<file path="src/hdl/rrts_pkg.sv">
// Shared types and codes for the round-robin task scheduler.
`default_nettype none

package rrts_pkg;

  // Task mode as held in the task table
  typedef logic [1:0] mode_t;

  localparam mode_t MODE_READY   = 2'd0;
  localparam mode_t MODE_RUNNING = 2'd1;
  localparam mode_t MODE_BLOCKED = 2'd2;

  // Request function codes
  typedef logic [1:0] func_t;

  localparam func_t FUNC_TICK   = 2'd0;
  localparam func_t FUNC_DELAY  = 2'd1;
  localparam func_t FUNC_SWITCH = 2'd2;

  // Shared adder operations
  typedef logic alu_op_t;

  localparam alu_op_t ALU_ADD = 1'b0;
  localparam alu_op_t ALU_SUB = 1'b1;

  localparam int TIME_W = 32;

endpackage

`default_nettype wire

</file>
<file path="src/hdl/rrts_alu.sv">
// Shared 32-bit adder/subtractor used for tick advance, wake time and wake compare.
`default_nettype none

module rrts_alu (
  input  wire rrts_pkg::alu_op_t op,
  input  wire logic [31:0]       a,
  input  wire logic [31:0]       b,
  output logic [31:0]            sum,
  output logic                   carry
);
  import rrts_pkg::*;

  logic [31:0] b_eff;
  logic [32:0] total;

  // Subtract as a plus inverted b plus one; carry out means a >= b
  assign b_eff = (op == ALU_SUB) ? ~b : b;
  assign total = {1'b0, a} + {1'b0, b_eff} + {32'd0, (op == ALU_SUB)};
  assign sum   = total[31:0];
  assign carry = total[32];

endmodule

`default_nettype wire

</file>
<file path="src/hdl/rrts_fifo.sv">
// Circular ready queue of task ids with its slot memory.
`default_nettype none

module rrts_fifo #(
  parameter int TASKS = 4
) (
  input  wire logic                         clk,
  input  wire logic                         rst,
  input  wire logic                         push,
  input  wire logic [$clog2(TASKS)-1:0]     push_id,
  input  wire logic                         pop,
  output logic [$clog2(TASKS)-1:0]          pop_id,
  output logic [$clog2(TASKS+1)-1:0]        fill
);
  import rrts_pkg::*;

  localparam int ID_W   = $clog2(TASKS);
  localparam int FILL_W = $clog2(TASKS + 1);
  localparam logic [ID_W-1:0]   LAST_SLOT = ID_W'(TASKS - 1);
  localparam logic [FILL_W-1:0] FULL      = FILL_W'(TASKS);

  logic [ID_W-1:0] slots [TASKS];
  logic [TASKS-1:0] slot_valid;
  logic [ID_W-1:0] head;
  logic [ID_W-1:0] tail;
  logic            push_ok;
  logic            pop_ok;
  logic [ID_W-1:0] head_init;

  // Refuse a push when full, ignore a pop when empty
  assign push_ok = push && (fill != FULL);
  assign pop_ok  = pop && (fill != '0);

  // Start-up contents: slot i holds i+1, the last slot holds idle
  assign head_init = (head == LAST_SLOT) ? '0 : head + ID_W'(1);

  // Advance pointers and fill count
  always_ff @(posedge clk) begin
    if (rst) begin
      head       <= '0;
      tail       <= LAST_SLOT;
      fill       <= FILL_W'(TASKS - 1);
      slot_valid <= '0;
    end else begin
      if (push_ok) begin
        tail             <= (tail == LAST_SLOT) ? '0 : tail + ID_W'(1);
        slot_valid[tail] <= 1'b1;
      end
      if (pop_ok) begin
        head <= (head == LAST_SLOT) ? '0 : head + ID_W'(1);
      end
      if (push_ok && !pop_ok) begin
        fill <= fill + FILL_W'(1);
      end else if (pop_ok && !push_ok) begin
        fill <= fill - FILL_W'(1);
      end
    end
  end

  // Slot memory write
  always_ff @(posedge clk) begin
    if (push_ok) begin
      slots[tail] <= push_id;
    end
  end

  // Registered read of the head slot
  always_ff @(posedge clk) begin
    if (pop_ok) begin
      pop_id <= slot_valid[head] ? slots[head] : head_init;
    end
  end

endmodule

`default_nettype wire

</file>
<file path="src/hdl/rrts_task_table.sv">
// Per-task mode and wake time memories with one registered read port.
`default_nettype none

module rrts_task_table #(
  parameter int TASKS = 4
) (
  input  wire logic                      clk,
  input  wire logic                      rst,
  input  wire logic                      rd_en,
  input  wire logic [$clog2(TASKS)-1:0]  rd_addr,
  output rrts_pkg::mode_t                mode_q,
  output logic [31:0]                    wake_q,
  input  wire logic [$clog2(TASKS)-1:0]  wr_addr,
  input  wire logic                      mode_we,
  input  wire rrts_pkg::mode_t           mode_wd,
  input  wire logic                      wake_we,
  input  wire logic [31:0]               wake_wd
);
  import rrts_pkg::*;

  mode_t       modes [TASKS];
  logic [31:0] wakes [TASKS];
  logic [TASKS-1:0] mode_valid;

  // Mark written modes; an unwritten task reads as ready
  always_ff @(posedge clk) begin
    if (rst) begin
      mode_valid <= '0;
    end else if (mode_we) begin
      mode_valid[wr_addr] <= 1'b1;
    end
  end

  // Memory writes
  always_ff @(posedge clk) begin
    if (mode_we) begin
      modes[wr_addr] <= mode_wd;
    end
    if (wake_we) begin
      wakes[wr_addr] <= wake_wd;
    end
  end

  // Registered reads
  always_ff @(posedge clk) begin
    if (rd_en) begin
      mode_q <= mode_valid[rd_addr] ? modes[rd_addr] : MODE_READY;
      wake_q <= wakes[rd_addr];
    end
  end

endmodule

`default_nettype wire

</file>
<file path="src/hdl/round_robin_task_scheduler.sv">
// Top level of the round-robin task scheduler: sequencer, tick counter and outputs.
`default_nettype none

// Hardware round-robin scheduler for TASKS tasks, task 0 being idle. Each request
// (tick, delay-then-switch, or switch) yields exactly one result with the task now
// running, the ready queue depth, the tasks woken by a tick and a flag for a delay
// asked while idle. One request is worked on at a time and in_ready is high only
// between requests. On a tick one shared 32-bit adder advances the counter, then
// compares each task's wake time, reading then comparing one task at a time, as the
// task table is read through one registered memory port. A switch requeues a
// running real task and pops the next; a delay forms the wake time, then switches.
// A delay while idle or an unused code skips to the result.
// A finished result waits in the output register while the next request is taken in.
module round_robin_task_scheduler #(
  parameter int TASKS = 4
) (
  input  wire logic        clk,
  input  wire logic        rst,
  input  wire logic        in_valid,
  output logic             in_ready,
  input  wire logic [1:0]  func,
  input  wire logic [31:0] delay_ticks,
  output logic             out_valid,
  input  wire logic        out_ready,
  output logic [1:0]       current_task,
  output logic [2:0]       ready_count,
  output logic [1:0]       woken_count,
  output logic             delay_ignored
);
  import rrts_pkg::*;

  localparam int ID_W   = $clog2(TASKS);
  localparam int FILL_W = $clog2(TASKS + 1);
  localparam logic [ID_W-1:0] LAST_TASK = ID_W'(TASKS - 1);

  localparam logic [3:0] ST_IDLE  = 4'd0;
  localparam logic [3:0] ST_INC   = 4'd1;
  localparam logic [3:0] ST_RD    = 4'd2;
  localparam logic [3:0] ST_CMP   = 4'd3;
  localparam logic [3:0] ST_DADD  = 4'd4;
  localparam logic [3:0] ST_SWRD  = 4'd5;
  localparam logic [3:0] ST_SWCHK = 4'd6;
  localparam logic [3:0] ST_SWPOP = 4'd7;
  localparam logic [3:0] ST_SWSET = 4'd8;
  localparam logic [3:0] ST_DONE  = 4'd9;

  logic [3:0]        state;
  logic [31:0]       tick_count;
  logic [31:0]       delay_r;
  logic [ID_W-1:0]   running_id;
  logic [ID_W-1:0]   scan_idx;
  logic [1:0]        woken;
  logic              ignored;
  logic              popped;

  alu_op_t           alu_op;
  logic [31:0]       alu_a;
  logic [31:0]       alu_b;
  logic [31:0]       alu_sum;
  logic              alu_carry;

  logic              rd_en;
  logic [ID_W-1:0]   rd_addr;
  mode_t             mode_q;
  logic [31:0]       wake_q;
  logic [ID_W-1:0]   wr_addr;
  logic              mode_we;
  mode_t             mode_wd;
  logic              wake_we;

  logic              fifo_push;
  logic [ID_W-1:0]   push_id;
  logic              fifo_pop;
  logic [ID_W-1:0]   pop_id;
  logic [FILL_W-1:0] fill;

  logic [ID_W-1:0]   next_id;
  logic              wake_due;
  logic              out_load;

  assign in_ready = (state == ST_IDLE);
  assign next_id  = popped ? pop_id : '0;
  assign wake_due = (mode_q == MODE_BLOCKED) && alu_carry;
  assign out_load = (state == ST_DONE) && (!out_valid || out_ready);

  // Shared adder
  rrts_alu u_alu (
    .op    (alu_op),
    .a     (alu_a),
    .b     (alu_b),
    .sum   (alu_sum),
    .carry (alu_carry)
  );

  rrts_task_table #(.TASKS(TASKS)) u_table (
    .clk     (clk),
    .rst     (rst),
    .rd_en   (rd_en),
    .rd_addr (rd_addr),
    .mode_q  (mode_q),
    .wake_q  (wake_q),
    .wr_addr (wr_addr),
    .mode_we (mode_we),
    .mode_wd (mode_wd),
    .wake_we (wake_we),
    .wake_wd (alu_sum)
  );

  rrts_fifo #(.TASKS(TASKS)) u_fifo (
    .clk     (clk),
    .rst     (rst),
    .push    (fifo_push),
    .push_id (push_id),
    .pop     (fifo_pop),
    .pop_id  (pop_id),
    .fill    (fill)
  );

  // Steer the adder: advance, compare against wake time, or form wake time
  always_comb begin
    alu_op = ALU_ADD;
    alu_a  = tick_count;
    alu_b  = 32'd1;
    case (state)
      ST_CMP: begin
        alu_op = ALU_SUB;
        alu_b  = wake_q;
      end
      ST_DADD: begin
        alu_a = delay_r;
        alu_b = tick_count;
      end
      default: begin
        alu_op = ALU_ADD;
      end
    endcase
  end

  // Drive table and queue strobes from the sequencer
  always_comb begin
    rd_en     = 1'b0;
    rd_addr   = running_id;
    wr_addr   = running_id;
    mode_we   = 1'b0;
    mode_wd   = MODE_READY;
    wake_we   = 1'b0;
    fifo_push = 1'b0;
    push_id   = running_id;
    fifo_pop  = 1'b0;
    case (state)
      ST_RD: begin
        rd_en   = 1'b1;
        rd_addr = scan_idx;
      end
      ST_CMP: begin
        wr_addr   = scan_idx;
        push_id   = scan_idx;
        mode_we   = wake_due;
        fifo_push = wake_due && (scan_idx != '0);
      end
      ST_DADD: begin
        mode_we = 1'b1;
        mode_wd = MODE_BLOCKED;
        wake_we = 1'b1;
      end
      ST_SWRD: begin
        rd_en = 1'b1;
      end
      ST_SWCHK: begin
        mode_we   = (mode_q == MODE_RUNNING);
        fifo_push = (mode_q == MODE_RUNNING);
      end
      ST_SWPOP: begin
        fifo_pop = 1'b1;
      end
      ST_SWSET: begin
        wr_addr = next_id;
        mode_we = 1'b1;
        mode_wd = MODE_RUNNING;
      end
      default: begin
        rd_en = 1'b0;
      end
    endcase
  end

  // Sequencer and scheduler registers
  always_ff @(posedge clk) begin
    if (rst) begin
      state      <= ST_IDLE;
      tick_count <= '0;
      running_id <= ID_W'(1);
      scan_idx   <= '0;
      woken      <= '0;
      ignored    <= 1'b0;
      popped     <= 1'b0;
    end else begin
      case (state)
        ST_IDLE: begin
          if (in_valid) begin
            delay_r <= delay_ticks;
            woken   <= '0;
            ignored <= 1'b0;
            case (func)
              FUNC_TICK: begin
                state <= ST_INC;
              end
              FUNC_DELAY: begin
                if (running_id != '0) begin
                  state <= ST_DADD;
                end else begin
                  ignored <= 1'b1;
                  state   <= ST_DONE;
                end
              end
              FUNC_SWITCH: begin
                state <= (running_id != '0) ? ST_SWRD : ST_SWPOP;
              end
              default: begin
                state <= ST_DONE;
              end
            endcase
          end
        end
        ST_INC: begin
          tick_count <= alu_sum;
          scan_idx   <= '0;
          state      <= ST_RD;
        end
        ST_RD: begin
          state <= ST_CMP;
        end
        ST_CMP: begin
          if (wake_due) begin
            woken <= woken + 2'd1;
          end
          if (scan_idx == LAST_TASK) begin
            state <= ST_DONE;
          end else begin
            scan_idx <= scan_idx + ID_W'(1);
            state    <= ST_RD;
          end
        end
        ST_DADD: begin
          state <= ST_SWRD;
        end
        ST_SWRD: begin
          state <= ST_SWCHK;
        end
        ST_SWCHK: begin
          state <= ST_SWPOP;
        end
        ST_SWPOP: begin
          popped <= (fill != '0);
          state  <= ST_SWSET;
        end
        ST_SWSET: begin
          running_id <= next_id;
          state      <= ST_DONE;
        end
        ST_DONE: begin
          if (out_load) begin
            state <= ST_IDLE;
          end
        end
        default: begin
          state <= ST_IDLE;
        end
      endcase
    end
  end

  // Hold the result until taken
  always_ff @(posedge clk) begin
    if (rst) begin
      out_valid <= 1'b0;
    end else if (out_load) begin
      out_valid <= 1'b1;
    end else if (out_ready) begin
      out_valid <= 1'b0;
    end
  end

  always_ff @(posedge clk) begin
    if (out_load) begin
      current_task  <= 2'(running_id);
      ready_count   <= 3'(fill);
      woken_count   <= woken;
      delay_ignored <= ignored;
    end
  end

  // The queue never holds more ids than there are tasks
  a_fill_bound: assert property (@(posedge clk) disable iff (rst)
    fill <= FILL_W'(TASKS))
    else $error("ready queue fill exceeds task count");

  // A finished request always lands in the output register
  a_done_loads: assert property (@(posedge clk) disable iff (rst)
    out_load |=> out_valid && (state == ST_IDLE))
    else $error("finished request not presented");

  // A refused delay only happens while idle runs
  a_ignored_idle: assert property (@(posedge clk) disable iff (rst)
    out_valid && delay_ignored |-> current_task == 2'd0 && woken_count == 2'd0)
    else $error("delay refused while a real task runs");

endmodule

`default_nettype wire
</file>
<file path="config.mk">
export PLATFORM = sky130hd
export DESIGN_NAME = round_robin_task_scheduler
export DESIGN_NICKNAME = d
export VERILOG_FILES = /design/src/hdl/rrts_pkg.sv /design/src/hdl/rrts_alu.sv /design/src/hdl/rrts_fifo.sv /design/src/hdl/rrts_task_table.sv /design/src/hdl/round_robin_task_scheduler.sv
export SDC_FILE = /design/constraint.sdc
export NUM_CORES = 1
export LEC_CHECK = 0
export ABC_AREA = 0
export BUFFER_PORTS_ARGS = -buffer_cell sky130_fd_sc_hd__buf_4
export CORE_MARGIN = 5
export CORE_UTILIZATION = 45
export CTS_CLUSTER_DIAMETER = 80
export DETAILED_ROUTE_END_ITERATION = 16
export GPL_TIMING_DRIVEN = 0
export PLACE_DENSITY = 0.62
export SYNTH_ARGS = -nofsm -noshare
export SYNTH_HDL_FRONTEND = slang
export SYNTH_SLANG_ARGS = --single-unit
</file>
<file path="constraint.sdc">
create_clock -name clk -period 5.6 [get_ports clk]
set_clock_uncertainty 0.2 [all_clocks]
set_input_delay 1.68 -clock clk [delete_from_list [all_inputs] [get_ports clk]]
set_output_delay 1.68 -clock clk [all_outputs]
set_load 0.02 [all_outputs]
</file>
==> results summary <==
The flow ran to the end, and the final reports show no timing, DRC or antenna violations. STA classifies the critical path endpoint as a flip-flop. The prevailing post-synth register cell is sky130_fd_sc_hd__edfxtp_1.

Yosys mapped a number of flops with a built-in enable equal to 220. CTS placed an instance of sky130_fd_sc_hd__clkbuf_16 at the clock tree root. The analysis attributes to cell leakage a power of 5.65 nW.

Buffers inserted during clock tree synthesis total 30. For this run, the share of the core covered by cells in the final layout is 52.8%. The area enclosed by the die boundary is 32500 um^2. The residual DRC count is 0. The floorplan step set the die height to 180 um. The post-CTS clock slew at the launch and capture registers of the worst setup and hold paths came out at 0.06 ns.

The headroom to the max-slew limit came out at 14.7%. The latest clock arrival within the worst-skew pair is 0.57 ns. The worst-case IR drop observed on VDD is 0.000270 V. The setup violation total in the final timing report is 0. The total overflow reported by the global router came out at 0. The layout filler cell count came out at 2398. The starting density of the core came out at 45.5%. TritonCTS built the clock tree. The via count of the routed design came out at 8660. After synthesis, the share of flip-flops with an asynchronous set or reset is 0%. The antenna diode count is 0. The HPWL reported at the end of detailed placement is 21.6 mm. The width of the die came out at 180 um. The average size of a mapped cell is 12.2 um^2. The final critical delay including setup and external delays is 5.32 ns. The number of hold violations in the final report came out at 0. The largest total area in the synthesized netlist belongs to sky130_fd_sc_hd__edfxtp_1. The maximum achievable frequency is 188 MHz. The worst endpoint required time came out at 5.87 ns.

Global routing consumed, on the met1 layer, 26.5% of the routing resources. The depth of the CTS H-tree is 1. The number of design-rule violations left by the first detailed-router iteration came out at 697.

The per-cell routed wire length came out at 19.2 um. The number of maximum-capacitance violations is 0. The global-route wire length before repair came out at 48.1 mm. The endpoint arrival time on the critical path is 5.60 ns.

The iteration count of the initial detailed-routing pass is 5. The number of register bits inferred by synthesis came out at 282. The number of sinks on the clock net came out at 282. In this run the most used layer during global routing was met2.

The all-layer global routing usage is 18.5%. The share of synthesized area in the top cell type comes to 50.7%. The largest net degree at the start of global routing is 25.

The worst hold-check slack is 0.235 ns. The global placement routability congestion came out at 0.886. In this run the cell area of the synthesized design comes to 13000 um^2.

Global routing used 30.5% of the available met2 tracks. STA classifies the critical path startpoint as a flip-flop. The number of buffers added on ports is 47. The net count of the finished layout came out at 1241. The net count of the mapped netlist came out at 1145. The layout-stage area growth over the synthesis result is 16.1%. The warning count from the yosys run is 0. The placement row count is 62. Yosys attributes the largest share of cell area to sky130_fd_sc_hd__edfxtp_1 (51%), sky130_fd_sc_hd__dfxtp_1 (9.5%), sky130_fd_sc_hd__mux4_2 (6.6%). The via count of the first global-routing pass is 8616. At the pin with the least slew margin, the transition time is 1.24 ns.

The max-slew violation count came out at 0. The number of vias per cell came out at 5.52. Dividing total power by cell area gives a power density of 325 nW/um^2. The overall routed net length came out at 30.2 mm. The synthesized netlist cell count is 1066. The class of the tightest hold or removal check is reg -> reg.

The number of buffers on the longest clock path is 3. The initial antenna violation count came out at 0. The met3 global-route usage is 2.40%.

The most common cell in the synthesized netlist is sky130_fd_sc_hd__edfxtp_1. Setup repair after global routing left no endpoint under its margin. After synthesis, flip-flops and latches occupy 60.2% of the total area. The share of post-route cells with drive strength above 1 came out at 16.8%. At the placement stage, the worst setup path has a slack of -0.198 ns. 48 I/O pins were placed. The count of nets left with antenna violations once routing finished came out at 0. The type of the setup path with the least slack is reg -> reg. The number of different library cells used by synthesis comes to 73. The final worst-path cycle share came out at 95.1%. The placeable core area is 28600 um^2.

The commonest cells after synthesis are sky130_fd_sc_hd__edfxtp_1 (220), sky130_fd_sc_hd__nand2_1 (203), sky130_fd_sc_hd__a21oi_1 (67). Once routing completed, OpenROAD measured the worst setup slack at 0.276 ns. The largest driver fanout on the critical path is 10.
[timing repair]
item                                    in CTS  in global routing
gates resized for setup                      5                 31
endpoints found under the setup margin       1                  3
pin swaps                                    0                  3
buffers inserted                             0                  2
hold buffers                                 0                  0
[critical path, cell delays in order, from the launching register on]
cell and delay (ns):
sky130_fd_sc_hd__dfxtp_1 0.33, sky130_fd_sc_hd__or4b_1 0.54, sky130_fd_sc_hd__clkbuf_4 0.25, sky130_fd_sc_hd__buf_2 0.24, sky130_fd_sc_hd__nand2_1 0.10, sky130_fd_sc_hd__nand2_1 0.06
sky130_fd_sc_hd__ha_1 0.37, sky130_fd_sc_hd__o21ai_0 0.19, sky130_fd_sc_hd__nor3b_2 0.23, sky130_fd_sc_hd__o31ai_1 0.14, sky130_fd_sc_hd__or4_4 0.50, sky130_fd_sc_hd__a211oi_4 0.39
sky130_fd_sc_hd__o311ai_4 0.15, sky130_fd_sc_hd__a22o_4 0.28, sky130_fd_sc_hd__inv_1 0.06, sky130_fd_sc_hd__ha_1 0.18, sky130_fd_sc_hd__inv_1 0.06, sky130_fd_sc_hd__fa_1 0.38
sky130_fd_sc_hd__xor2_1 0.16, sky130_fd_sc_hd__or3_1 0.31, sky130_fd_sc_hd__a21oi_1 0.14
[cell families after synthesis]
| group | share of synthesized area [%] |
|---|---|
| AO/OA/AOI/OAI | 10.9 |
| flip-flops | 60.2 |
| buffers and inverters | 2.24 |
| XOR/XNOR | 1.82 |
| multiplexers | 7.46 |
| AND/OR/NAND/NOR | 13.3 |
| adder cells (fa/ha/maj) | 4.05 |
[metal layers]
metal | up-vias | share of wire [%]
met5 | - | 0
met4 | 0 | 2.0
met3 | 40 | 4.6
met2 | 216 | 48
met1 | 4234 | 46
li1 | 4170 | -
[final timing paths]
path                                    start               to  slack (ns)  depth (start not counted)
worst max-delay path                 state[0]   u_fifo.fill[2]        0.28                         20
worst min-delay path            running_id[1]  current_task[1]        0.24                          0
worst max register to register       state[0]   u_fifo.fill[2]        0.28                         20
worst min register to register  running_id[1]  current_task[1]        0.24                          0
[sequential cells by signal, indices dropped and copies added (netlist names), 2 cells and up, named ones only]
| signal | count |
|---|---|
| woken | 2 |
| ready_count | 3 |
| u_table.wakes | 128 |
| u_fifo.head | 2 |
| u_fifo.slots | 8 |
| u_table.mode_valid | 4 |
| u_fifo.tail | 2 |
| u_fifo.pop_id | 2 |
| running_id | 2 |
| u_table.modes | 8 |
| u_table.wake_q | 32 |
| tick_count | 32 |
| u_fifo.slot_valid | 4 |
| u_table.mode_q | 2 |
| current_task | 2 |
| u_fifo.fill | 3 |
| scan_idx | 2 |
| delay_r | 32 |
| woken_count | 2 |
| state | 4 |
[report_power, final]
group          internal, W  switching (W)
clock              0.00112       0.000817
sequential         0.00238      0.0000317
combinational     0.000203       0.000368
[layout by cell type, fill, tap and decap left out, types with 7 or more instances in the layout]
cell                          n
sky130_fd_sc_hd__a21o_1      17
sky130_fd_sc_hd__a21oi_1     67
sky130_fd_sc_hd__and2_1      10
sky130_fd_sc_hd__and3_1      18
sky130_fd_sc_hd__buf_4       53
sky130_fd_sc_hd__buf_6       11
sky130_fd_sc_hd__clkbuf_1    34
sky130_fd_sc_hd__clkbuf_16   30
sky130_fd_sc_hd__clkinv_1     7
sky130_fd_sc_hd__dfxtp_1     62
sky130_fd_sc_hd__edfxtp_1   220
sky130_fd_sc_hd__ha_1        39
sky130_fd_sc_hd__inv_1       20
sky130_fd_sc_hd__mux2i_1      8
sky130_fd_sc_hd__mux4_2      38
sky130_fd_sc_hd__nand2_1    203
sky130_fd_sc_hd__nand2b_1     8
sky130_fd_sc_hd__nand3_1     26
sky130_fd_sc_hd__nor2_1      41
sky130_fd_sc_hd__nor2b_1      7
sky130_fd_sc_hd__nor3_1      17
sky130_fd_sc_hd__o21a_1      11
sky130_fd_sc_hd__o21ai_0     54
sky130_fd_sc_hd__o2bb2ai_1    8
sky130_fd_sc_hd__or3_1       10
sky130_fd_sc_hd__xnor2_1     18
sky130_fd_sc_hd__xor2_1       9
[final cells by class]
cell class / count / area, um^2 / share of cell area, %
timing repair buffer: 64 / 558 / 3.69
multi-input combinational: 710 / 4940 / 32.7
sequential: 282 / 7850 / 51.9
clock buffer: 33 / 762 / 5.04
inverter: 21 / 81.3 / 0.538
tap: 384 / 480 / 3.18
clock inverter: 23 / 211 / 1.40
buffer: 53 / 246 / 1.63
[per-stage QoR]
stage               TNS (ns)  instance area, um^2  power (W)  instances
global placement     -184.14                13900    0.00300       1497
detailed placement    -0.198                14100    0.00302       1512
finish                     0                15100    0.00492       1570
floorplan                  0                13000    0.00282       1066
global route               0                15100    0.00513       1570
CTS                        0                15100    0.00497       1568
No activity file was read; power rests on OpenSTA's default activity.
